<file path="config.mk">
export PLATFORM = sky130hd
export DESIGN_NAME = segment_grid_occupancy_search_top
export DESIGN_NICKNAME = d
export VERILOG_FILES = /design/src/rtl/sgos_pkg.sv /design/src/rtl/segment_grid_occupancy_search_top.sv
export SDC_FILE = /design/constraint.sdc
export NUM_CORES = 2
export LEC_CHECK = 0
export CELL_PAD_IN_SITES_DETAIL_PLACEMENT = 0
export CELL_PAD_IN_SITES_GLOBAL_PLACEMENT = 2
export CORE_AREA = 2 2 347 607
export DETAILED_ROUTE_END_ITERATION = 12
export DIE_AREA = 0 0 349 609
export DONT_BUFFER_PORTS = 1
export PLACE_DENSITY_LB_ADDON = 0.1
export SETUP_SLACK_MARGIN = 0.3
export SKIP_CTS_REPAIR_TIMING = 1
export SLEW_MARGIN = 10
export SYNTH_ARGS = -nofsm -noshare
export SYNTH_HDL_FRONTEND = slang
export SYNTH_SLANG_ARGS = --single-unit
</file>
<file path="constraint.sdc">
create_clock -name clk_i -period 25.6 [get_ports clk_i]
set_input_delay 1.28 -clock clk_i [delete_from_list [all_inputs] [get_ports clk_i]]
set_output_delay 1.28 -clock clk_i [all_outputs]
set_load 0.01 [all_outputs]
</file>
<file path="src/rtl/sgos_pkg.sv">
// Package for the segment grid occupancy search block.
// Holds grid sizes, field widths, mode codes, register indices and the sequencer state type.
package sgos_pkg;
  localparam int GridCols = 16;
  localparam int GridRows = 16;
  localparam int Cells    = GridCols * GridRows;
  localparam int AddrW    = $clog2(Cells);
  localparam int CntW     = 9;
  localparam int CountMax = 255;

  typedef enum logic [1:0] {
    MODE_ADD   = 2'd0,
    MODE_FAIL  = 2'd1,
    MODE_PICK  = 2'd2,
    MODE_CLEAR = 2'd3
  } mode_e;

  typedef enum logic [2:0] {
    REG_CELL_W  = 3'd0,
    REG_CELL_H  = 3'd1,
    REG_GAP     = 3'd2,
    REG_SHIFT_X = 3'd3,
    REG_SHIFT_Y = 3'd4
  } reg_e;

  typedef enum logic [3:0] {
    ST_IDLE,
    ST_CLEAR,
    ST_WALK_RD,
    ST_WALK_WR,
    ST_CNT,
    ST_DIV,
    ST_SEL,
    ST_REG_X,
    ST_REG_Y,
    ST_DONE
  } state_e;
endpackage

</file>
<file path="src/rtl/segment_grid_occupancy_search_top.sv">
// Top level of the segment grid occupancy search block.
// Holds the count memory, the configuration registers, the sequencer and one shared multiplier.
// Uses sgos_pkg.
//
// Each transaction gives exactly one result, shown for one cycle on done_o;
// the receiver cannot stall. Clear sweeps every cell of the grid. A segment
// does a read-modify-write of each visited cell in the count memory, which
// has one write port and one read port. A pick counts empty inner cells
// over the memory read port, runs restoring division for the modulo,
// locates the cell and does a multiply-add for the region. After reset the
// grid is swept clear, during which busy is high.
module segment_grid_occupancy_search_top (
  input  logic                clk_i,
  input  logic                rst_ni,
  input  logic                cfg_we_i,
  input  logic [2:0]          cfg_idx_i,
  input  logic [10:0]         cfg_data_i,
  input  logic                start,
  output logic                busy,
  input  logic [1:0]          mode_i,
  input  logic [3:0]          start_x_i,
  input  logic [3:0]          start_y_i,
  input  logic [3:0]          end_x_i,
  input  logic [3:0]          end_y_i,
  input  logic [15:0]         random_value_i,
  output logic                done_o,
  output logic                found_o,
  output logic [3:0]          cell_col_o,
  output logic [3:0]          cell_row_o,
  output logic signed [14:0]  region_x_o,
  output logic signed [14:0]  region_y_o,
  output logic signed [11:0]  region_w_o,
  output logic signed [11:0]  region_h_o
);
  localparam int AW = sgos_pkg::AddrW;
  localparam int CW = sgos_pkg::CntW;
  localparam logic [CW-1:0] FailMark = '1;

  logic [CW-1:0] mem_q [sgos_pkg::Cells];
  logic [CW-1:0] rd_q;

  logic [10:0] cw_q, ch_q;
  logic [8:0]  gap_q;
  logic signed [10:0] ox_q, oy_q;

  sgos_pkg::state_e state_q, state_d;
  logic [AW:0]   addr_q, addr_d;
  logic [4:0]    x_q, x_d, y_q, y_d, ex_q, ex_d, ey_q, ey_d;
  logic signed [6:0] err_q, err_d;
  logic [4:0]    dx_q, dx_d, dy_q, dy_d;
  logic          sx_q, sx_d, sy_q, sy_d, ph_q, ph_d;
  logic [AW:0]   k_q, k_d;
  logic [15:0]   rem_q, rem_d;
  logic [4:0]    it_q, it_d;
  logic [15:0]   rnd_q, rnd_d;
  logic [3:0]    col_q, col_d, row_q, row_d;
  logic signed [14:0] rx_q, rx_d, ry_q, ry_d;
  logic          found_q, found_d, done_q, done_d;
  logic          state_fail_q;
  logic          boot_q;

  logic          we;
  logic [AW-1:0] wa, ra;
  logic [CW-1:0] wd;

  logic [AW:0] paddr;
  logic [3:0] acol, arow;
  logic inner;
  logic signed [7:0] e2;
  logic [16:0] trial;
  logic signed [22:0] prod;
  logic [10:0] mul_a;
  logic [3:0]  mul_b;

  assign busy = (state_q != sgos_pkg::ST_IDLE);
  assign paddr = addr_q - 1'b1;
  assign acol = paddr[AW-1:AW/2];
  assign arow = paddr[AW/2-1:0];
  assign inner = (acol != 4'd0) && (acol != 4'(sgos_pkg::GridCols-1)) &&
                 (arow != 4'd0) && (arow != 4'(sgos_pkg::GridRows-1));
  assign e2 = 8'(err_q) <<< 1;
  assign trial = {rem_q, rnd_q[15]} - {8'd0, k_q};
  assign mul_a = (state_q == sgos_pkg::ST_REG_X) ? cw_q : ch_q;
  assign mul_b = (state_q == sgos_pkg::ST_REG_X) ? col_q : row_q;
  assign prod = 23'(signed'({1'b0, mul_a}) * signed'({1'b0, mul_b}));

  always_ff @(posedge clk_i) begin
    if (we) mem_q[wa] <= wd;
    rd_q <= mem_q[ra];
  end

  always_ff @(posedge clk_i or negedge rst_ni) begin
    if (!rst_ni) begin
      cw_q <= 11'd64; ch_q <= 11'd64; gap_q <= '0;
      ox_q <= -11'sd32; oy_q <= -11'sd32;
    end else if (cfg_we_i) begin
      case (cfg_idx_i)
        sgos_pkg::REG_CELL_W:  cw_q <= cfg_data_i;
        sgos_pkg::REG_CELL_H:  ch_q <= cfg_data_i;
        sgos_pkg::REG_GAP:     gap_q <= cfg_data_i[8:0];
        sgos_pkg::REG_SHIFT_X: ox_q <= cfg_data_i;
        sgos_pkg::REG_SHIFT_Y: oy_q <= cfg_data_i;
        default: ;
      endcase
    end
  end

  always_ff @(posedge clk_i or negedge rst_ni) begin
    if (!rst_ni) begin
      state_q <= sgos_pkg::ST_CLEAR;
      addr_q <= '0;
      done_q <= 1'b0;
    end else begin
      state_q <= state_d;
      addr_q <= addr_d;
      done_q <= done_d;
    end
  end

  always_ff @(posedge clk_i or negedge rst_ni) begin
    if (!rst_ni) boot_q <= 1'b1;
    else if (state_q == sgos_pkg::ST_CLEAR &&
             addr_q == (AW+1)'(sgos_pkg::Cells - 1)) boot_q <= 1'b0;
  end

  always_ff @(posedge clk_i) begin
    x_q <= x_d; y_q <= y_d; ex_q <= ex_d; ey_q <= ey_d;
    err_q <= err_d; dx_q <= dx_d; dy_q <= dy_d;
    sx_q <= sx_d; sy_q <= sy_d; ph_q <= ph_d;
    k_q <= k_d; rem_q <= rem_d; it_q <= it_d; rnd_q <= rnd_d;
    col_q <= col_d; row_q <= row_d; rx_q <= rx_d; ry_q <= ry_d;
    found_q <= found_d;
  end

  always_comb begin
    state_d = state_q;
    addr_d = addr_q;
    x_d = x_q; y_d = y_q; ex_d = ex_q; ey_d = ey_q;
    err_d = err_q; dx_d = dx_q; dy_d = dy_q;
    sx_d = sx_q; sy_d = sy_q; ph_d = ph_q;
    k_d = k_q; rem_d = rem_q; it_d = it_q; rnd_d = rnd_q;
    col_d = col_q; row_d = row_q; rx_d = rx_q; ry_d = ry_q;
    found_d = found_q;
    done_d = 1'b0;
    case (state_q)
      sgos_pkg::ST_IDLE: begin
        if (start) begin
          found_d = 1'b0; col_d = '0; row_d = '0; rx_d = '0; ry_d = '0;
          x_d = {1'b0, start_x_i}; y_d = {1'b0, start_y_i};
          ex_d = {1'b0, end_x_i}; ey_d = {1'b0, end_y_i};
          sx_d = start_x_i < end_x_i; sy_d = start_y_i < end_y_i;
          dx_d = (end_x_i > start_x_i) ? 5'(end_x_i - start_x_i)
                                       : 5'(start_x_i - end_x_i);
          dy_d = (end_y_i > start_y_i) ? 5'(end_y_i - start_y_i)
                                       : 5'(start_y_i - end_y_i);
          rnd_d = random_value_i;
          addr_d = '0;
          k_d = '0;
          ph_d = 1'b0;
          case (sgos_pkg::mode_e'(mode_i))
            sgos_pkg::MODE_ADD:   state_d = sgos_pkg::ST_WALK_RD;
            sgos_pkg::MODE_FAIL:  state_d = sgos_pkg::ST_DONE;
            sgos_pkg::MODE_PICK:  state_d = sgos_pkg::ST_CNT;
            sgos_pkg::MODE_CLEAR: state_d = sgos_pkg::ST_CLEAR;
            default:              state_d = sgos_pkg::ST_DONE;
          endcase
          err_d = 7'(signed'({1'b0, dx_d})) - 7'(signed'({1'b0, dy_d}));
        end
      end
      sgos_pkg::ST_CLEAR: begin
        addr_d = addr_q + 1'b1;
        if (addr_q == (AW+1)'(sgos_pkg::Cells - 1)) begin
          state_d = boot_q ? sgos_pkg::ST_IDLE : sgos_pkg::ST_DONE;
        end
      end
      sgos_pkg::ST_WALK_RD: state_d = sgos_pkg::ST_WALK_WR;
      sgos_pkg::ST_WALK_WR: begin
        if (x_q == ex_q && y_q == ey_q && !ph_q) begin
          state_d = sgos_pkg::ST_DONE;
        end else begin
          state_d = sgos_pkg::ST_WALK_RD;
          if (!ph_q) begin
            if (e2 > -8'(signed'({1'b0, dy_q}))) begin
              err_d = err_q - 7'(signed'({1'b0, dy_q}));
              x_d = sx_q ? x_q + 1'b1 : x_q - 1'b1;
              ph_d = e2 < 8'(signed'({1'b0, dx_q}));
            end else begin
              err_d = err_q + 7'(signed'({1'b0, dx_q}));
              y_d = sy_q ? y_q + 1'b1 : y_q - 1'b1;
            end
          end else begin
            ph_d = 1'b0;
            err_d = err_q + 7'(signed'({1'b0, dx_q}));
            y_d = sy_q ? y_q + 1'b1 : y_q - 1'b1;
          end
        end
      end
      sgos_pkg::ST_CNT: begin
        addr_d = addr_q + 1'b1;
        ph_d = 1'b1;
        if (ph_q && inner && rd_q == '0) k_d = k_q + 1'b1;
        if (addr_q == (AW+1)'(sgos_pkg::Cells)) begin
          if (k_d == '0) state_d = sgos_pkg::ST_DONE;
          else begin
            state_d = sgos_pkg::ST_DIV;
            rem_d = '0; it_d = '0;
          end
        end
      end
      sgos_pkg::ST_DIV: begin
        rnd_d = {rnd_q[14:0], 1'b0};
        rem_d = trial[16] ? {rem_q[14:0], rnd_q[15]} : trial[15:0];
        it_d = it_q + 1'b1;
        if (it_q == 5'd15) begin
          state_d = sgos_pkg::ST_SEL;
          addr_d = '0; ph_d = 1'b0; k_d = '0;
        end
      end
      sgos_pkg::ST_SEL: begin
        addr_d = addr_q + 1'b1;
        ph_d = 1'b1;
        if (ph_q && inner && rd_q == '0) begin
          if (16'(k_q) == rem_q) begin
            found_d = 1'b1;
            col_d = acol;
            row_d = arow;
            state_d = sgos_pkg::ST_REG_X;
          end
          k_d = k_q + 1'b1;
        end
      end
      sgos_pkg::ST_REG_X: begin
        rx_d = 15'(prod) + 15'(ox_q) + 15'({1'b0, gap_q});
        state_d = sgos_pkg::ST_REG_Y;
      end
      sgos_pkg::ST_REG_Y: begin
        ry_d = 15'(prod) + 15'(oy_q) + 15'({1'b0, gap_q});
        state_d = sgos_pkg::ST_DONE;
      end
      sgos_pkg::ST_DONE: begin
        done_d = 1'b1;
        state_d = sgos_pkg::ST_IDLE;
      end
      default: state_d = sgos_pkg::ST_IDLE;
    endcase
  end

  logic [CW-1:0] inc;
  always_comb begin
    inc = (rd_q == FailMark) ? CW'(1) :
          (rd_q < CW'(sgos_pkg::CountMax)) ? rd_q + 1'b1 : rd_q;
    we = 1'b0;
    wa = addr_q[AW-1:0];
    wd = '0;
    ra = {x_q[3:0], y_q[3:0]};
    case (state_q)
      sgos_pkg::ST_CLEAR: begin
        we = 1'b1;
      end
      sgos_pkg::ST_WALK_WR: begin
        we = 1'b1; wa = {x_q[3:0], y_q[3:0]}; wd = inc;
      end
      sgos_pkg::ST_DONE: begin
        we = !found_q && !done_q && state_fail_q;
        wa = {x_q[3:0], y_q[3:0]}; wd = FailMark;
      end
      sgos_pkg::ST_CNT, sgos_pkg::ST_SEL: begin
        ra = addr_q[AW-1:0];
      end
      default: ;
    endcase
  end

  always_ff @(posedge clk_i or negedge rst_ni) begin
    if (!rst_ni) state_fail_q <= 1'b0;
    else if (state_q == sgos_pkg::ST_IDLE && start)
      state_fail_q <= (mode_i == sgos_pkg::MODE_FAIL);
    else if (state_q == sgos_pkg::ST_DONE) state_fail_q <= 1'b0;
  end

  assign done_o     = done_q;
  assign found_o    = found_q;
  assign cell_col_o = col_q;
  assign cell_row_o = row_q;
  assign region_x_o = rx_q;
  assign region_y_o = ry_q;
  assign region_w_o = found_q ? 12'({1'b0, cw_q}) - 12'({gap_q, 1'b0}) : '0;
  assign region_h_o = found_q ? 12'({1'b0, ch_q}) - 12'({gap_q, 1'b0}) : '0;
endmodule
</file>
==> impl_metrics.ini <==
[run_status]
status = completed

[worst_setup_path]
reg2reg_depth = 23
r2r-start = state_q[2]$_DFFE_PN0P_
worstSetupStartpointType = flop
worst_r2r_endpoint = region_y_o[14]$_SDFFCE_PN0P_
critPathMaxFanout = 33
critPathMaxStageDelay_ps = 630
crit_end = region_y_o[14]$_SDFFCE_PN0P_
crit_buf_inv = 4
worstSetupPathType = reg2reg
required_ps = 26190
crit_family = adder cells
crit_top_cell = fa_1
r2r_slack_ps = 17940
crit_cells = 23
critPathArrivalTime_ps = 8250
cpMaxStageDelayCell = dfrtp_1
path_cells = clkinv_1 > nor2_1 > nand3_2 > buf_4 > mux2i_1 > buf_4 > or2_2 > fa_1 > inv_1 > fa_1 > fa_1 > a21o_1 > a21oi_1 > xnor2_1 > fa_1 > ha_1 > a2111oi_0 > nor4_1 > a311o_1 > o41ai_1 > o21ai_0 > xnor2_1 > nor2_1
crit_path_start = state_q[2]$_DFFE_PN0P_
endpoint_kind = flop

[floorplanning]
initial_core_util = 0.507
rows = 222
fp.dieH_microns = 609
die_area_sq_um = 213000
io_pins = 117
core_sq_um = 208000
die_w_microns = 349

[timing]
setup-tns-final_ps = 0
period_share = 0.299
setup_viol = 0
hold_violations = 0
slew-limit-headroom = 0.105
max_freq_mhz = 131
rsz0062_at_grt = false
min_period_ps = 7660
setup_ws_ps = 17940
fin_skew_ps = 54.1
tightest_slew_ps = 1340
whs_ps = 90.3
slew_viol_final = 0

[synth]
synth-seq-area-share = 0.709
ys_dominant_reg_cell = edfxtp_1
async_flop_share = 0.0275
synth-edff-count = 2427
yosysTopAreaCell = edfxtp_1
ys_top_cells_by_area = edfxtp_1, mux4_2, nand2_1
synth.top_cell.area_share = 0.691
ys_warn_count = 0
postSynthCellCount = 6844
ys_ff_latch = 2505
syn_area_sq_um = 105000
ys_types = 85
synth_nets = 7087
synth.avg_cell_area_sq_um = 15.4

[global_route]
grt_pass1_wl_mm = 468
grt_max_degree = 209
grt_pass1_vias = 61400
antenna_found_initial = 12
grt-ovfl-total = 0
grt_use_total = 0.314

[clock_network]
cts_made_buffers = 228
clk_latency_ps = 900
cts.path.max_buffers = 4
h-tree-depth = 4
cts_tree = done
clkTransAtPathRegs_ps = 70
ctsRootBufferMaster = clkbuf_16
cts_sinks = 2505

[drt]
num_vias = 61800
vias_per_cell = 6.34
wl_per_cell_microns = 34.3
ant_nets = 0
drt-total-wl_mm = 334
drc = 0
drt-initial-drc-count = 6629
first_pass_iters = 5

[final_layout]
final_layout_size_suffix_gt1_frac = 0.138
fillerInstances = 16600
utilization = 0.557
fin_nets = 7126
area_growth_pct = 9.81

[pwr]
ir_drop_mv = 0.148
power_leakage_nw = 34.7
finalPower_mw = 9.49
p_per_area_nw_per_um2 = 81.9

[job]
cap_violations = 0

[worst_hold_path]
hold_path.class = in2async

[placement]
io_buffers = 0
gp_congestion = 0.891
hpwlAfterDp_mm = 214
pre_cts_slack_ps = 17950
cell usage in the layout, fill, tap and decap left out, types with 22 or more instances in the layout:
cell / n
a21o_1: 26
a21oi_1: 165
a221oi_1: 37
a22oi_1: 47
a31oi_1: 84
a32oi_1: 23
and2_1: 26
and3_1: 47
buf_4: 157
clkbuf_1: 44
clkbuf_16: 230
clkinv_1: 53
clkinv_2: 41
dfrtp_1: 53
edfxtp_1: 2427
fa_1: 50
ha_1: 141
inv_1: 164
mux2_2: 68
mux2i_1: 166
mux4_2: 319
nand2_1: 997
nand2b_1: 30
nand3_1: 312
nand4_1: 63
nor2_1: 456
nor2b_1: 28
nor3_1: 56
o2111ai_1: 37
o21ai_0: 155
o22ai_1: 58
or2_2: 22
xnor2_1: 52
xor2_1: 61
per-stage QoR:
stage,area [sq um],std cells
after floorplan,105000,6844
after global placement,109000,9340
after detailed placement,109000,9340
after CTS,116000,9748
after global routing,116000,9754
final,116000,9759
cell usage after synthesis, drive strengths merged (47+ instances only):
cell and number:
edfxtp 2427, nand2 999, nor2 474, mux4 320, nand3 313, buf 193
mux2i 171, o21ai 167, a21oi 166, clkbuf 166, inv 164, ha 141
a31oi 84, mux2 71, nand4 63, xor2 61, nor3 58, o22ai 58
dfrtp 53, xnor2 52, fa 50, a22oi 47, and3 47
worst register-to-register path, delay by kind of cell, from the launching register on:
kind                     cells  cell delay (ps)
flip-flops                   1              630
XOR/XNOR                     2              390
multiplexers                 1              200
buffers and inverters        4              870
adder cells (fa/ha/maj)      5             2150
AO/OA/AOI/OAI                6             2120
AND/OR/NAND/NOR              5             1000
report_power, final:
| group | switching (mW) | internal, mW |
|---|---|---|
| sequential | 0.0265 | 4.45 |
| combinational | 0.952 | 0.704 |
| clock | 1.53 | 1.83 |
| total | 2.51 | 6.98 |
routing by layer:
layer  part of all wire  wire (microns)  up-vias  track usage
met5            0.00010              34        -            0
met4              0.068           22700        4        0.181
met3              0.070           23400      700       0.0490
met2               0.51          172000     2553        0.547
met1               0.35          116000    32300        0.368
li1                   -               -    26300            -
final cells by class:
type | instances | area (sq um) | area share
antenna | 10 | 25.0 | 0.000216
clock buffer | 276 | 5950 | 0.0514
clock inverter | 132 | 1130 | 0.00976
inverter | 165 | 619 | 0.00535
multi-input combinational | 3815 | 28500 | 0.246
sequential | 2505 | 74800 | 0.646
tap | 2688 | 3360 | 0.0290
timing repair buffer | 168 | 1400 | 0.0121
flip-flops by register name (all words and copies together), names as in the netlist, 7 cells and up:
register / cells
rnd_q: 16
region_y_o: 15
gap_q: 9
rem_q: 16
ox_q: 11
addr_q: 9
ch_q: 11
oy_q: 11
k_q: 9
cw_q: 11
err_q: 7
mem_q: 2304
region_x_o: 15
rd_q: 9
cells by family after synthesis:
group / count (synthesis) / synth area share
fa+ha+maj: 191 / 0.0262
flops: 2505 / 0.709
mux: 562 / 0.0923
xor+xnor: 115 / 0.00981
compound gates: 811 / 0.0507
simple gates: 2136 / 0.0882
buf+inv: 524 / 0.0236
worst min-delay path by stage:
stage / endpoint / slack (ps) / cells past startpoint
global route: ch_q[0]$_DFFE_PN0P_ / 60 / 0
floorplan: boot_q$_DFFE_PN1P_ / 430 / 2
global placement: boot_q$_DFFE_PN1P_ / 450 / 2
CTS: cw_q[0]$_DFFE_PN0P_ / 40 / 0
detailed placement: boot_q$_DFFE_PN1P_ / 450 / 2
finish: ch_q[0]$_DFFE_PN0P_ / 90 / 0
(Power assumes the default switching activity.)
